## src/rtl/core/twa_pkg.sv

```systemverilog
// ----------------------------------------------------------------------------
// twa_pkg
// Shared types and constants of the sliding time-window averager.
// ----------------------------------------------------------------------------
package twa_pkg;

    localparam int TIME_W       = 17;
    localparam int RATE_W       = 32;
    localparam int COUNT_W      = 10;
    localparam int CAPACITY_DEF = 512;

    // configuration port
    localparam int APB_ADDR_W = 3;
    localparam int APB_DATA_W = 32;
    // register index is paddr[2] (word addresses 0 and 4)
    localparam logic REG_WINDOW = 1'b0;
    localparam logic [TIME_W-1:0] WINDOW_RESET = 17'd300;

    // stream payloads
    localparam int S_TDATA_W = 56;  // 17 + 32 = 49 bits, padded to 7 bytes
    localparam int M_TDATA_W = 48;  // 32 + 10 = 42 bits, padded to 6 bytes

    typedef struct packed {
        logic [RATE_W-1:0] rate;
        logic [TIME_W-1:0] stamp;
    } entry_t;

    typedef enum logic [3:0] {
        ST_IDLE   = 4'b0001,
        ST_EVICT  = 4'b0010,
        ST_DIVIDE = 4'b0100,
        ST_LOAD   = 4'b1000
    } state_t;

endpackage

```

## src/rtl/core/twa_div.sv

```systemverilog
// ----------------------------------------------------------------------------
// twa_div
// Restoring divider, one quotient bit per cycle. The caller guarantees that
// the quotient fits in RATE_W bits (dividend high part below the divisor).
// ----------------------------------------------------------------------------
module twa_div #(
    parameter int OCC_W = 10
) (
    input  logic                                clk,
    input  logic                                rst_n,
    input  logic                                start,
    input  logic [twa_pkg::RATE_W+OCC_W-1:0]    dividend,
    input  logic [OCC_W-1:0]                    divisor,
    output logic [twa_pkg::RATE_W-1:0]          quotient,
    output logic                                done
);

    localparam int RATE_W = twa_pkg::RATE_W;
    localparam int CNT_W  = $clog2(RATE_W);

    logic              busy_reg, busy_next;
    logic              done_reg, done_next;
    logic [CNT_W-1:0]  cnt_reg, cnt_next;
    logic [OCC_W-1:0]  rem_reg, rem_next;
    logic [OCC_W-1:0]  dvs_reg, dvs_next;
    logic [RATE_W-1:0] quo_reg, quo_next;
    logic [OCC_W:0]    trial;
    logic [OCC_W:0]    diff;
    logic              fits;

    assign trial = {rem_reg, quo_reg[RATE_W-1]};
    assign diff  = trial - {1'b0, dvs_reg};
    assign fits  = trial >= {1'b0, dvs_reg};

    always_comb
    begin
        busy_next = busy_reg;
        done_next = 1'b0;
        cnt_next  = cnt_reg;
        rem_next  = rem_reg;
        dvs_next  = dvs_reg;
        quo_next  = quo_reg;
        if (start)
        begin
            busy_next = 1'b1;
            cnt_next  = '0;
            rem_next  = dividend[RATE_W+OCC_W-1:RATE_W];
            quo_next  = dividend[RATE_W-1:0];
            dvs_next  = divisor;
        end
        else if (busy_reg)
        begin
            // shift in the next dividend bit, subtract where it fits
            rem_next = fits ? diff[OCC_W-1:0] : trial[OCC_W-1:0];
            quo_next = {quo_reg[RATE_W-2:0], fits};
            cnt_next = cnt_reg + 1'b1;
            if (cnt_reg == CNT_W'(RATE_W - 1))
            begin
                busy_next = 1'b0;
                done_next = 1'b1;
            end
        end
    end

    always_ff @(posedge clk or negedge rst_n)
    begin
        if (!rst_n)
        begin
            busy_reg <= 1'b0;
            done_reg <= 1'b0;
            cnt_reg  <= '0;
        end
        else
        begin
            busy_reg <= busy_next;
            done_reg <= done_next;
            cnt_reg  <= cnt_next;
        end
    end

    always_ff @(posedge clk)
    begin
        rem_reg <= rem_next;
        dvs_reg <= dvs_next;
        quo_reg <= quo_next;
    end

    assign quotient = quo_reg;
    assign done     = done_reg;

endmodule

```

## config.mk

```make
export PLATFORM = sky130hd
export DESIGN_NAME = twa_div
export DESIGN_NICKNAME = d
export VERILOG_FILES = /design/src/rtl/core/twa_pkg.sv /design/src/rtl/core/twa_div.sv
export SDC_FILE = /design/constraint.sdc
export NUM_CORES = 1
export LEC_CHECK = 0
export BUFFER_PORTS_ARGS = -buffer_cell sky130_fd_sc_hd__buf_2
export CAP_MARGIN = 20
export CORE_MARGIN = 1.5
export CORE_UTILIZATION = 47
export CTS_CLUSTER_DIAMETER = 80
export DETAILED_ROUTE_END_ITERATION = 8
export PLACE_DENSITY = 0.85
export SLEW_MARGIN = 15
export SYNTH_ARGS = -nofsm -noshare
export SYNTH_HDL_FRONTEND = slang
export SYNTH_SLANG_ARGS = --single-unit
```

## constraint.sdc

```tcl
create_clock -name clk -period 2 [get_ports clk]
set_input_delay 0 -clock clk [delete_from_list [all_inputs] [get_ports clk]]
set_output_delay 0 -clock clk [all_outputs]
set_load 0.05 [all_outputs]
```

# Word level (Yosys, flattened, before mapping)
# Cells that the tools add are included.
# totals
output_inout_bits	33
wordCells	24
register_bits	59
input_bits	55
# classes
magnitude_cmp	1
eq_ne	1
mux	13
n_addsub	2
reduce_logical	1
# op_table
cell	count
two-way mux 32 bit	2
two-way mux 10 bit	3
greater-or-equal comparator 11 x 10 -> 1 bit	1
two-way mux 5 bit	2
subtractor 10 bit	1
two-way mux 1 bit	6
adder 5 x 1 -> 5 bit, second input constant	1
equality test 5 bit, second input constant	1
nonzero test 2 bit	1

# Depth between registers and ports, before layout
# Gate-level depths: netlist (run 1).
# logic_depth
depth_word	4
depth_mapped	10

# Worst setup path before layout (run 1)
# OpenSTA, ideal clock, no wires.
# synth_path
path_kind	reg-to-reg
from	reg quo_reg[31] (netlist: quotient[31])
to	reg rem_reg[8], data pin
t_arrival_ns	2.198
path_stages_with_launch	10
setup_ns	0.261
path_slack_ns	-0.459
required_time_ns	1.739
path_buffers	0
path_cell_list	edfxtp_1 > inv_1 > ha_1 > fa_1 > nand2b_1 > a211oi_1 > nor3_1 > xor2_1 > nor3_1 > a221o_1
# synth_between
elab_chain_len	4
# synth_lines
item	line_no	rtl
from (decl)	twa_div.sv:26	logic [RATE_W-1:0] quo_reg, quo_next;
from (signal assigned)	twa_div.sv:85	quo_reg <= quo_next;
subtractor 10 bit or greater-or-equal comparator 11 x 10 -> 1 bit (tied branches)	twa_div.sv:32, twa_div.sv:33	
two-way mux 10 bit *	twa_div.sv:54	rem_next = fits ? diff[OCC_W-1:0] : trial[OCC_W-1:0];
two-way mux 10 bit *	twa_div.sv:51	else if (busy_reg)
two-way mux 10 bit *	twa_div.sv:43	if (start)
named net rem_next[8]	twa_div.sv:24	logic [OCC_W-1:0] rem_reg, rem_next;
to (signal assigned)	twa_div.sv:83	rem_reg <= rem_next;
to (decl)	twa_div.sv:24	
# Mark *: on every way through the listed nets, which the timed path passes. The rest lies on a longest branch. The select of a mux whose other input is x is not followed.
# A chain may end at the register's enable or synchronous reset.

# Worst setup path in the final report (run 1)
# layout_path
from	reg rem_reg[5]
to	reg rem_reg[1], data pin
# layout_between
elab_chain_len	4
# layout_lines
item	line_no	rtl
greater-or-equal comparator 11 x 10 -> 1 bit	twa_div.sv:33	assign fits = trial >= {1'b0, dvs_reg};
two-way mux 10 bit	twa_div.sv:54	
two-way mux 10 bit	twa_div.sv:51	
two-way mux 10 bit	twa_div.sv:43	
named net rem_next[1]	twa_div.sv:24	
# The timed path passes the listed nets, and every way through them passes these cells. The select of a mux whose other input is x is not followed.

==> impl_metrics.env, run 1 <==
export IMPL_grt_pass1_wl_mm=12.1
export IMPL_ys_types=37
export IMPL_synth_seq_cells=59
export IMPL_cts_num_sinks=59
export IMPL_syn_avg_cell_area_um2=13.4
export IMPL_grt_max_degree=74
export IMPL_synth_edf_count=52
export IMPL_die_area_um2=6800
export IMPL_syn_area_um2=2970
export IMPL_portBuffers=87
export IMPL_reg2reg_to="rem_reg[1]"
export IMPL_synth_net_count=289
export IMPL_cts_made_buffers=9
export IMPL_drive_above_1_share=0.459
export IMPL_final_antenna_net_count=0
export IMPL_drv_slew=0
export IMPL_peakVddDrop_mv=0.771
export IMPL_setup_tns_final_ns=-0.602
export IMPL_fin_cells=469
export IMPL_yosys_top_cells_area="edfxtp_1 (53%), mux2_2 (13%), dfrtp_1 (5.9%)"
export IMPL_largest_register_ffs=32
export IMPL_htreeDepth=3
export IMPL_yosys_top_cells_count="edfxtp_1 (52), mux2_2 (33), inv_1 (14), nor2_1 (13), ha_1 (12)"
export IMPL_seqPwrFrac=0.343
export IMPL_post_place_ws_ns=-0.296
export IMPL_final_area_um2=4520
export IMPL_hpwlAfterDp_mm=4.29
export IMPL_grt_pass1_vias=2586
export IMPL_clockRootBuffer="clkbuf_8"
export IMPL_overflow=0
export IMPL_nNetsFinal=457
export IMPL_via_count=2449
export IMPL_period_share=1.06
export IMPL_path_max_fanout=7
export IMPL_critPathKind="reg2reg"
export IMPL_ys_warnings_count=0
export IMPL_place_area_um2=3670
export IMPL_wirelength_mm=7.66
export IMPL_globalRouteTotalUtil=0.248
export IMPL_die_h_um=82.5
export IMPL_yosysSeqAreaShare=0.585
export IMPL_p_sw_frac=0.352
export IMPL_p_switching_mw=1.81
export IMPL_clk_pin_slew_ns=0.07
export IMPL_antenna_cells=0
export IMPL_worst_path_buf_inv=0
export IMPL_crit_family="compound AO/OA/AOI/OAI gates"
export IMPL_p_int_mw=3.33
export IMPL_period_minus_slack_ns=2.12
export IMPL_leakagePower_nw=1.97
export IMPL_synth_top_cell_area_share=0.526
export IMPL_wire_per_inst_um=16.3
export IMPL_power_per_cell_area_nw_per_um2=1140
export IMPL_drv_cap=0
export IMPL_slowest_delay_ns=0.43
export IMPL_clockBufferDepth=2
export IMPL_cts_tree="done"
export IMPL_finClkSkew_ns=0.00834
export IMPL_cp_required_ns=2.10
export IMPL_place_gp_congestion=0.816
export IMPL_startpoint_type="flip-flop"
export IMPL_status="finished, violations left"
export IMPL_cp_end_kind="flip-flop"
export IMPL_worst_skew_pair_late_latency_ns=0.34
export IMPL_r2r_slack_ns=-0.12
export IMPL_first_iter_violations=160
export IMPL_hold_class="in2async"
export IMPL_initial_core_util=0.493
export IMPL_layout_setup_ws_ns=-0.118
export IMPL_max_slew_margin=0.301
export IMPL_placed_cells=395
export IMPL_reg2reg_depth=7
export IMPL_violations="negative setup slack"
export IMPL_syn2layout_area_growth_pct=52.2
export IMPL_fp_dieW_um=82.5
export IMPL_drc_errors=0
export IMPL_timing_fmax_mhz=472
export IMPL_timing_rr_start="rem_reg[5]"
export IMPL_coreArea_um2=6030
export IMPL_synth_top_cell_by_area="edfxtp_1"
export IMPL_crit_arrival_ns=2.22
export IMPL_combPwrFrac=0.438
export IMPL_hold_violations=0
export IMPL_synth_most_common_cell="edfxtp_1"
export IMPL_num_rows=28
export IMPL_antenna_found_initial=0
export IMPL_drt_first_pass_iters=4
export IMPL_setup_viol=10
export IMPL_rsz0062_at_grt="yes"
export IMPL_critical_path_cell_chain="ha_4 > a21o_1 > a211o_1 > o21ai_2 > a41o_4 > mux2i_1 > mux2_2"
export IMPL_crit_start="rem_reg[5]"
export IMPL_pwr_share_clk=0.219
export IMPL_synthFlopType="edfxtp_1"
export IMPL_cp_slowest_cell="edfxtp_1"
export IMPL_synthArstFlopShare=0.119
export IMPL_drt_vias_per_instance=5.22
export IMPL_ios=88
export IMPL_worstMarginPinSlew_ns=1.05
export IMPL_syn_inst=221
final cells by class:
type / count / area, um2
clock inverters: 2 / 37.5
clock buffers: 14 / 163
well taps: 75 / 93.8
flip-flops and latches: 59 / 1740
multi-input cells: 138 / 1260
repair buffers: 167 / 1180
inverters: 14 / 52.6
fillers: 383 / 1510
how the worst max path moves through the flow:
stage / slack (ns) / depth (start not counted) / endpoint
2_1_floorplan: -0.34 / 9 / rem_reg[8]
5_1_grt: -0.22 / 7 / rem_reg[1]
4_1_cts: -0.12 / 7 / rem_reg[1]
3_3_place_gp: -0.23 / 7 / rem_reg[1]
6_report: -0.12 / 7 / rem_reg[1]
3_5_place_dp: -0.30 / 7 / rem_reg[1]
through the flow:
stage | utilization | hold slack (ns) | power (mW)
2_1_floorplan | - | -0.296 | 3.11
3_3_place_gp | 0.610 | -0.161 | 3.61
3_5_place_dp | 0.610 | -0.159 | 3.69
4_1_cts | 0.743 | 0.0304 | 5.04
5_1_grt | 0.750 | 0.0438 | 5.39
6_report | 0.750 | 0.0192 | 5.13
repair_timing:
item                                    in CTS  in global routing
hold buffers                                52                  0
setup buffers                                3                  3
pin swaps                                   11                  1
endpoints found under the setup margin      11                 11
endpoints found under the hold margin       58                  0
gates resized for setup                      8                  4
power by group through the flow:
stage	registers, mW	logic (mW)	clock network (mW)
final	1.76	2.25	1.12
after global routing	1.78	2.43	1.18
after CTS	1.76	2.15	1.13
after detailed placement	1.76	1.93	0
after global placement	1.75	1.87	0
after floorplan	2.04	1.07	0
cells in the final DEF (no fill, tap or decap), types with 7 or more instances in the layout:
| master | Yosys | routed |
|---|---|---|
| a21oi_1 | 8 | 7 |
| buf_2 | 0 | 87 |
| buf_4 | 0 | 27 |
| clkbuf_8 | 0 | 11 |
| dfrtp_1 | 7 | 7 |
| dlygate4sd3_1 | 0 | 52 |
| edfxtp_1 | 52 | 52 |
| inv_1 | 14 | 12 |
| mux2_2 | 33 | 33 |
| nand2_1 | 10 | 10 |
| nor2_1 | 13 | 12 |
| xor2_1 | 7 | 7 |
routing by layer:
metal | wire length (um) | part of all wire | up-vias | global-route usage
li1 | - | - | 1169 | -
met1 | 2990 | 0.39 | 1180 | 0.285
met2 | 4090 | 0.53 | 86 | 0.442
met3 | 425 | 0.056 | 14 | 0.0549
met4 | 149 | 0.019 | 0 | 0.103
met5 | 0 | 0 | - | 0
kinds of logic (layout without fill, tap and decap cells):
kind of cell / after synthesis / in the layout / synth area share
flip-flops: 59 / 59 / 0.585
AND/OR/NAND/NOR: 44 / 44 / 0.0733
multiplexers: 38 / 38 / 0.142
AO/OA/AOI/OAI: 34 / 34 / 0.0805
buffers and inverters: 24 / 197 / 0.0354
adder cells (fa/ha/maj): 13 / 13 / 0.0573
XOR/XNOR: 9 / 9 / 0.0266
Note: power is estimated with default switching activity, not from simulation.
==> run 2, diff against run 1 <==
--- a/config.mk
+++ b/config.mk
@@ -5,10 +5,11 @@
 export SDC_FILE = /design/constraint.sdc
 export NUM_CORES = 1
 export LEC_CHECK = 0
+export ABC_AREA = 1
 export BUFFER_PORTS_ARGS = -buffer_cell sky130_fd_sc_hd__buf_2
 export CAP_MARGIN = 20
 export CORE_MARGIN = 1.5
-export CORE_UTILIZATION = 47
+export CORE_UTILIZATION = 48
 export CTS_CLUSTER_DIAMETER = 80
 export DETAILED_ROUTE_END_ITERATION = 8
 export PLACE_DENSITY = 0.85
==> run 2 against run 1 <==
  * The run ends with design-rule violations left
  * Hold slack gained 0.0023 ns
  * Via count rose by 28%
  * Synthesized cell count up 67%
  * Wire length up 19%
  * Clock-buffer cell count shrank 1
  * Die area increased by 6.1%
  * Critical path depth increased by 2
==> impl_metrics.env, run 2 <==
export IMPL_coreArea_um2=6420
export IMPL_clockBufferDepth=2
export IMPL_via_count=3134
export IMPL_synth_fa_ha_area_frac=0.0528
export IMPL_slowest_delay_ns=0.42
export IMPL_drt_vias_per_instance=5.27
export IMPL_wirelength_mm=9.08
export IMPL_syn_avg_cell_area_um2=8.77
export IMPL_cp_end_kind="flip-flop"
export IMPL_htreeDepth=3
export IMPL_yosys_top_cells_area="edfxtp_1 (48%), nand2_1 (18%), dfrtp_1 (5.4%)"
export IMPL_final_common_cell="nand2_1"
export IMPL_violations="design-rule violations"
export IMPL_finClkSkew_ns=0.00497
export IMPL_status="finished, violations left"
export IMPL_synthFlopType="edfxtp_1"
export IMPL_synth_top_cell_by_area="edfxtp_1"
export IMPL_wire_per_inst_um=15.3
export IMPL_synth_xor_area_frac=0.00815
export IMPL_synth_most_common_cell="nand2_1"
export IMPL_synth_top_family_by_area="simple AND/OR/NAND/NOR gates"
export IMPL_muxShareOfSynthArea=0
export IMPL_hold_violations=0
export IMPL_syn_area_um2=3230
export IMPL_synth_seq_cells=59
export IMPL_nNetsFinal=581
export IMPL_mostFrequentLayoutCells="nand2_1 (152), buf_2 (87), dlygate4sd3_1 (53)"
export IMPL_synth_top_cell_area_share=0.484
export IMPL_critical_path_cell_chain="inv_1 > ha_1 > nand3_1 > nand3_2 > nand2_1 > buf_4 > nand4_1 > nand3_1 > nand2_1"
export IMPL_setup_viol=0
export IMPL_whs_ns=0.0215
export IMPL_grt_pass1_vias=3101
export IMPL_grt_max_degree=57
export IMPL_fp_dieW_um=85.0
export IMPL_startpoint_type="flip-flop"
export IMPL_largest_register_ffs=32
export IMPL_crit_family="simple AND/OR/NAND/NOR gates"
export IMPL_setup_tns_final_ns=0
export IMPL_drt_first_pass_iters=9
export IMPL_peakVddDrop_mv=0.602
export IMPL_ios=88
export IMPL_globalRouteTotalUtil=0.263
export IMPL_drive_above_1_share=0.284
export IMPL_place_area_um2=3750
export IMPL_p_total_mw=4.54
export IMPL_synth_simple_area_share=0.306
export IMPL_antenna_found_initial=0
export IMPL_r2r_slack_ns=0.08
export IMPL_drv_cap=0
export IMPL_first_iter_violations=220
export IMPL_die_h_um=85.0
export IMPL_antenna_cells=0
export IMPL_worstMarginPinSlew_ns=0.583
export IMPL_cts_tree="done"
export IMPL_place_gp_congestion=0.921
export IMPL_synth_net_count=436
export IMPL_initial_core_util=0.502
export IMPL_cp_required_ns=2.08
export IMPL_final_area_um2=4540
export IMPL_overflow=0
export IMPL_crit_arrival_ns=2.00
export IMPL_num_rows=29
export IMPL_grt_pass1_wl_mm=14.5
export IMPL_syn_inst=368
export IMPL_clk_pin_slew_ns=0.06
export IMPL_ys_warnings_count=0
export IMPL_cts_num_sinks=59
export IMPL_ys_types=32
export IMPL_portBuffers=87
export IMPL_timing_fmax_mhz=522
export IMPL_worst_path_buf_inv=2
export IMPL_cts_made_buffers=9
export IMPL_clockRootBuffer="clkbuf_8"
export IMPL_yosysSeqAreaShare=0.538
export IMPL_utilization=0.707
export IMPL_drv_slew=0
export IMPL_cp_slowest_cell="edfxtp_1"
export IMPL_drc_errors=2
export IMPL_max_slew_margin=0.612
export IMPL_syn2layout_area_growth_pct=40.7
export IMPL_period_share=0.959
export IMPL_path_max_fanout=10
export IMPL_synth_edf_count=52
export IMPL_leakagePower_nw=2.27
export IMPL_final_antenna_net_count=0
export IMPL_period_minus_slack_ns=1.92
export IMPL_power_per_cell_area_nw_per_um2=1000
export IMPL_worst_skew_pair_late_latency_ns=0.34
export IMPL_hpwlAfterDp_mm=5.56
export IMPL_die_area_um2=7220
export IMPL_synth_compound_area_frac=0.0163
export IMPL_hold_class="in2async"
export IMPL_synthArstFlopShare=0.119
export IMPL_critPathKind="reg2reg"
export IMPL_yosys_top_cells_count="nand2_1 (153), edfxtp_1 (52), inv_1 (43), nand3_1 (23)"
-- run 2: metrics by stage --
step                worst slack [ns]  instances
CTS                           0.0504        595
global placement               0.141        526
finish                        0.0829        595
floorplan                    -0.0189        368
detailed placement            0.0634        526
global route                -0.00556        595
-- run 2: layout make-up --
class,instances,area [um2]
Tap cell,77,96.3
Sequential cell,59,1740
Multi-Input combinational cell,249,1350
Clock buffer,13,139
Fill cell,436,1880
Inverter,46,173
Timing Repair Buffer,148,1030
Clock inverter,3,15.0
-- run 2: report_power, final --
group | leakage [nW] | internal, mW | total (mW) | switching (mW)
sequential | 0.648 | 1.55 | 1.69 | 0.134
clock | 0.0812 | 0.444 | 0.886 | 0.442
combinational | 1.54 | 0.766 | 1.96 | 1.20
-- run 2: worst reg2reg max path: cells and delay by family (launching register included) --
| family | cells | cell delay, ns |
|---|---|---|
| AND/OR/NAND/NOR | 6 | 0.68 |
| adder cells (fa/ha/maj) | 1 | 0.27 |
| flip-flops | 1 | 0.42 |
| buffers and inverters | 2 | 0.29 |
-- run 2: worst paths after layout --
check,from,end,cells past startpoint
max,dvs_reg[1],rem_reg[5],9
min,rst_n,cnt_reg[4],2
max reg2reg,dvs_reg[1],rem_reg[5],9
min reg2reg,cnt_reg[4],cnt_reg[4],2
max in group asynchronous,rst_n,cnt_reg[3],2
min in group clk,start,rem_reg[4],4
-- run 2: cells by family (layout without fill, tap and decap cells) --
group / Yosys count / in the layout
AO/OA/AOI/OAI: 9 / 9
XOR/XNOR: 3 / 3
AND/OR/NAND/NOR: 224 / 224
adder cells (fa/ha/maj): 13 / 13
buffers and inverters: 60 / 210
flip-flops: 59 / 59
-- run 2: layer usage --
metal / routed length, um / part of all wire / global-route usage / vias up
li1: - / - / - / 1478
met1: 3400 / 0.37 / 0.300 / 1446
met2: 4630 / 0.51 / 0.453 / 187
met3: 835 / 0.092 / 0.0866 / 23
met4: 218 / 0.024 / 0.115 / 0
met5: 0 / 0 / 0 / -
-- run 2: repair_timing --
| action | 4_1_cts | 5_1_grt |
|---|---|---|
| gates resized for setup | 0 | 13 |
| buffers inserted | 0 | 0 |
| endpoints found under the setup margin | 0 | 9 |
| endpoints found under the hold margin | 59 | 0 |
| hold buffers | 53 | 0 |
==> run 3, diff against run 2 <==
--- a/config.mk
+++ b/config.mk
@@ -9,10 +9,10 @@
 export BUFFER_PORTS_ARGS = -buffer_cell sky130_fd_sc_hd__buf_2
 export CAP_MARGIN = 20
 export CORE_MARGIN = 1.5
-export CORE_UTILIZATION = 48
+export CORE_UTILIZATION = 53
 export CTS_CLUSTER_DIAMETER = 80
 export DETAILED_ROUTE_END_ITERATION = 8
-export PLACE_DENSITY = 0.85
+export PLACE_DENSITY = 0.89
 export SLEW_MARGIN = 15
 export SYNTH_ARGS = -nofsm -noshare
 export SYNTH_HDL_FRONTEND = slang
==> constraint.sdc (replaced) <==
create_clock -name clk -period 1.9 [get_ports clk]
set_input_delay 0 -clock clk [delete_from_list [all_inputs] [get_ports clk]]
set_output_delay 0 -clock clk [all_outputs]
set_load 0.05 [all_outputs]
==> run 3 against run 2 <==
  * The run ends with negative setup slack left
  * Clock skew up 0.0095 ns
  * Register-to-register slack worse by 0.25 ns
  * Setup slack worse by 0.25 ns
  * Via count grew 12%
  * Non-clock buffer count increased by 11
  * Clock power rose by 21%
  * Final cell count up 1.7%
  * Die area down 9.1%
  * Utilization grew 10 points
  * Flip-flop and latch count unchanged
  * Critical path depth decreased by 2
  * Critical endpoint is now rem_reg[4]
==> impl_metrics.env, run 3 (synthesis results as in run 2) <==
export IMPL_status="finished, violations left"
export IMPL_violations="negative setup slack"
export IMPL_utilization=0.811
export IMPL_timing_rr_start="rem_reg[2]"
export IMPL_p_switching_mw=2.30
export IMPL_drt_first_pass_iters=5
export IMPL_drt_vias_per_instance=5.78
export IMPL_cts_made_buffers=9
export IMPL_critPathKind="reg2reg"
export IMPL_placed_cells=525
export IMPL_p_int_mw=3.20
export IMPL_final_common_cell="nand2_1"
export IMPL_fin_cells=605
export IMPL_die_h_um=81.0
export IMPL_crit_start="rem_reg[2]"
export IMPL_initial_core_util=0.548
export IMPL_seqPwrFrac=0.329
export IMPL_clockBufferDepth=2
export IMPL_n_fill_cell=285
export IMPL_ios=88
export IMPL_num_rows=28
export IMPL_hpwlAfterDp_mm=5.31
export IMPL_layout_setup_ws_ns=-0.169
export IMPL_grt_pass1_wl_mm=15.8
export IMPL_leakagePower_nw=2.37
export IMPL_setup_viol=10
export IMPL_place_area_um2=3770
export IMPL_grt_pass1_vias=3250
export IMPL_cp_end_kind="flip-flop"
export IMPL_worstMarginPinSlew_ns=0.581
export IMPL_crit_arrival_ns=2.16
export IMPL_r2r_slack_ns=-0.17
export IMPL_drc_errors=0
export IMPL_crit_family="flip-flops"
export IMPL_first_iter_violations=355
export IMPL_drv_cap=0
export IMPL_cp_required_ns=1.99
export IMPL_combPwrFrac=0.476
export IMPL_via_count=3496
export IMPL_p_total_mw=5.50
export IMPL_die_area_um2=6560
export IMPL_largest_register_ffs=32
export IMPL_peakVddDrop_mv=0.711
export IMPL_grt_max_degree=57
export IMPL_hold_class="in2async"
export IMPL_power_per_cell_area_nw_per_um2=1150
export IMPL_final_area_um2=4780
export IMPL_worst_skew_pair_late_latency_ns=0.35
export IMPL_period_minus_slack_ns=2.07
export IMPL_worst_path_buf_inv=0
export IMPL_hold_violations=0
export IMPL_coreArea_um2=5890
export IMPL_drv_slew=0
export IMPL_multi_input_area_um2=1480
export IMPL_wirelength_mm=11.5
export IMPL_setup_tns_final_ns=-0.642
export IMPL_timing_fmax_mhz=483
export IMPL_rsz0062_at_grt="yes"
export IMPL_p_sw_frac=0.418
export IMPL_pwr_share_clk=0.195
export IMPL_final_antenna_net_count=0
export IMPL_slowest_delay_ns=0.45
export IMPL_drive_above_1_share=0.338
export IMPL_overflow=0
export IMPL_clk_pin_slew_ns=0.08
export IMPL_antenna_found_initial=0
export IMPL_wire_per_inst_um=19.1
export IMPL_nNetsFinal=593
export IMPL_seqCellArea_um2=1740
export IMPL_cts_num_sinks=59
export IMPL_period_share=1.09
export IMPL_antenna_cells=0
export IMPL_place_gp_congestion=0.898
export IMPL_cp_slowest_cell="edfxtp_1"
export IMPL_path_max_fanout=4
export IMPL_globalRouteTotalUtil=0.329
export IMPL_mostFrequentLayoutCells="nand2_1 (148), buf_2 (87), dlygate4sd3_1 (53)"
export IMPL_finClkSkew_ns=0.0145
export IMPL_portBuffers=87
export IMPL_critical_path_cell_chain="ha_4 > a21oi_1 > o21ai_4 > xnor2_1 > nand2_2 > nand3_2 > nand2_1"
export IMPL_htreeDepth=3
export IMPL_syn2layout_area_growth_pct=48.1
export IMPL_cts_tree="done"
export IMPL_fp_dieW_um=81.0
export IMPL_clockRootBuffer="clkbuf_8"
export IMPL_startpoint_type="flip-flop"
export IMPL_max_slew_margin=0.612
-- run 3: power groups by stage --
stage | sequential [mW] | combinational (mW) | clock, mW
floorplan | 1.98 | 1.19 | 0
global placement | 1.75 | 1.74 | 0
detailed placement | 1.76 | 1.81 | 0
CTS | 1.76 | 1.97 | 1.03
global route | 1.82 | 2.75 | 1.11
finish | 1.81 | 2.62 | 1.07
-- run 3: metrics by stage --
step | hold WS, ns | worst slack, ns
floorplan | -0.296 | -0.0899
global placement | -0.156 | 0.0346
detailed placement | -0.157 | -0.0443
CTS | 0.0172 | 0.00959
global route | 0.0313 | -0.165
finish | 0.0153 | -0.169
-- run 3: area by class of cell --
type	instances	share of cell area
Clock inverter	3	0.00288
Timing Repair Buffer	159	0.234
Tap cell	75	0.0196
Sequential cell	59	0.364
Clock buffer	13	0.0333
Inverter	46	0.0367
Multi-Input combinational cell	250	0.310
-- run 3: repair_timing --
item	CTS	global route
endpoints found under the setup margin	9	11
gates cloned	0	1
hold buffers	53	0
setup buffers	0	10
resized for setup	5	33
pin swaps	0	14
endpoints found under the hold margin	59	0
-- run 3: routing by layer --
| metal | vias to the layer above | share of wire | track usage |
|---|---|---|---|
| met5 | - | 0 | 0 |
| met4 | 0 | 0.060 | 0.174 |
| met3 | 80 | 0.11 | 0.0955 |
| met2 | 308 | 0.49 | 0.569 |
| met1 | 1609 | 0.34 | 0.366 |
| li1 | 1499 | - | - |
-- run 3: worst paths after layout --
path | endpoint | depth (start not counted)
setup / recovery | rem_reg[4] | 7
max in group asynchronous | cnt_reg[1] | 2
hold / removal | cnt_reg[0] | 2
min in group clk | rem_reg[0] | 4
setup reg to reg | rem_reg[4] | 7
hold reg to reg | quotient[31] | 2
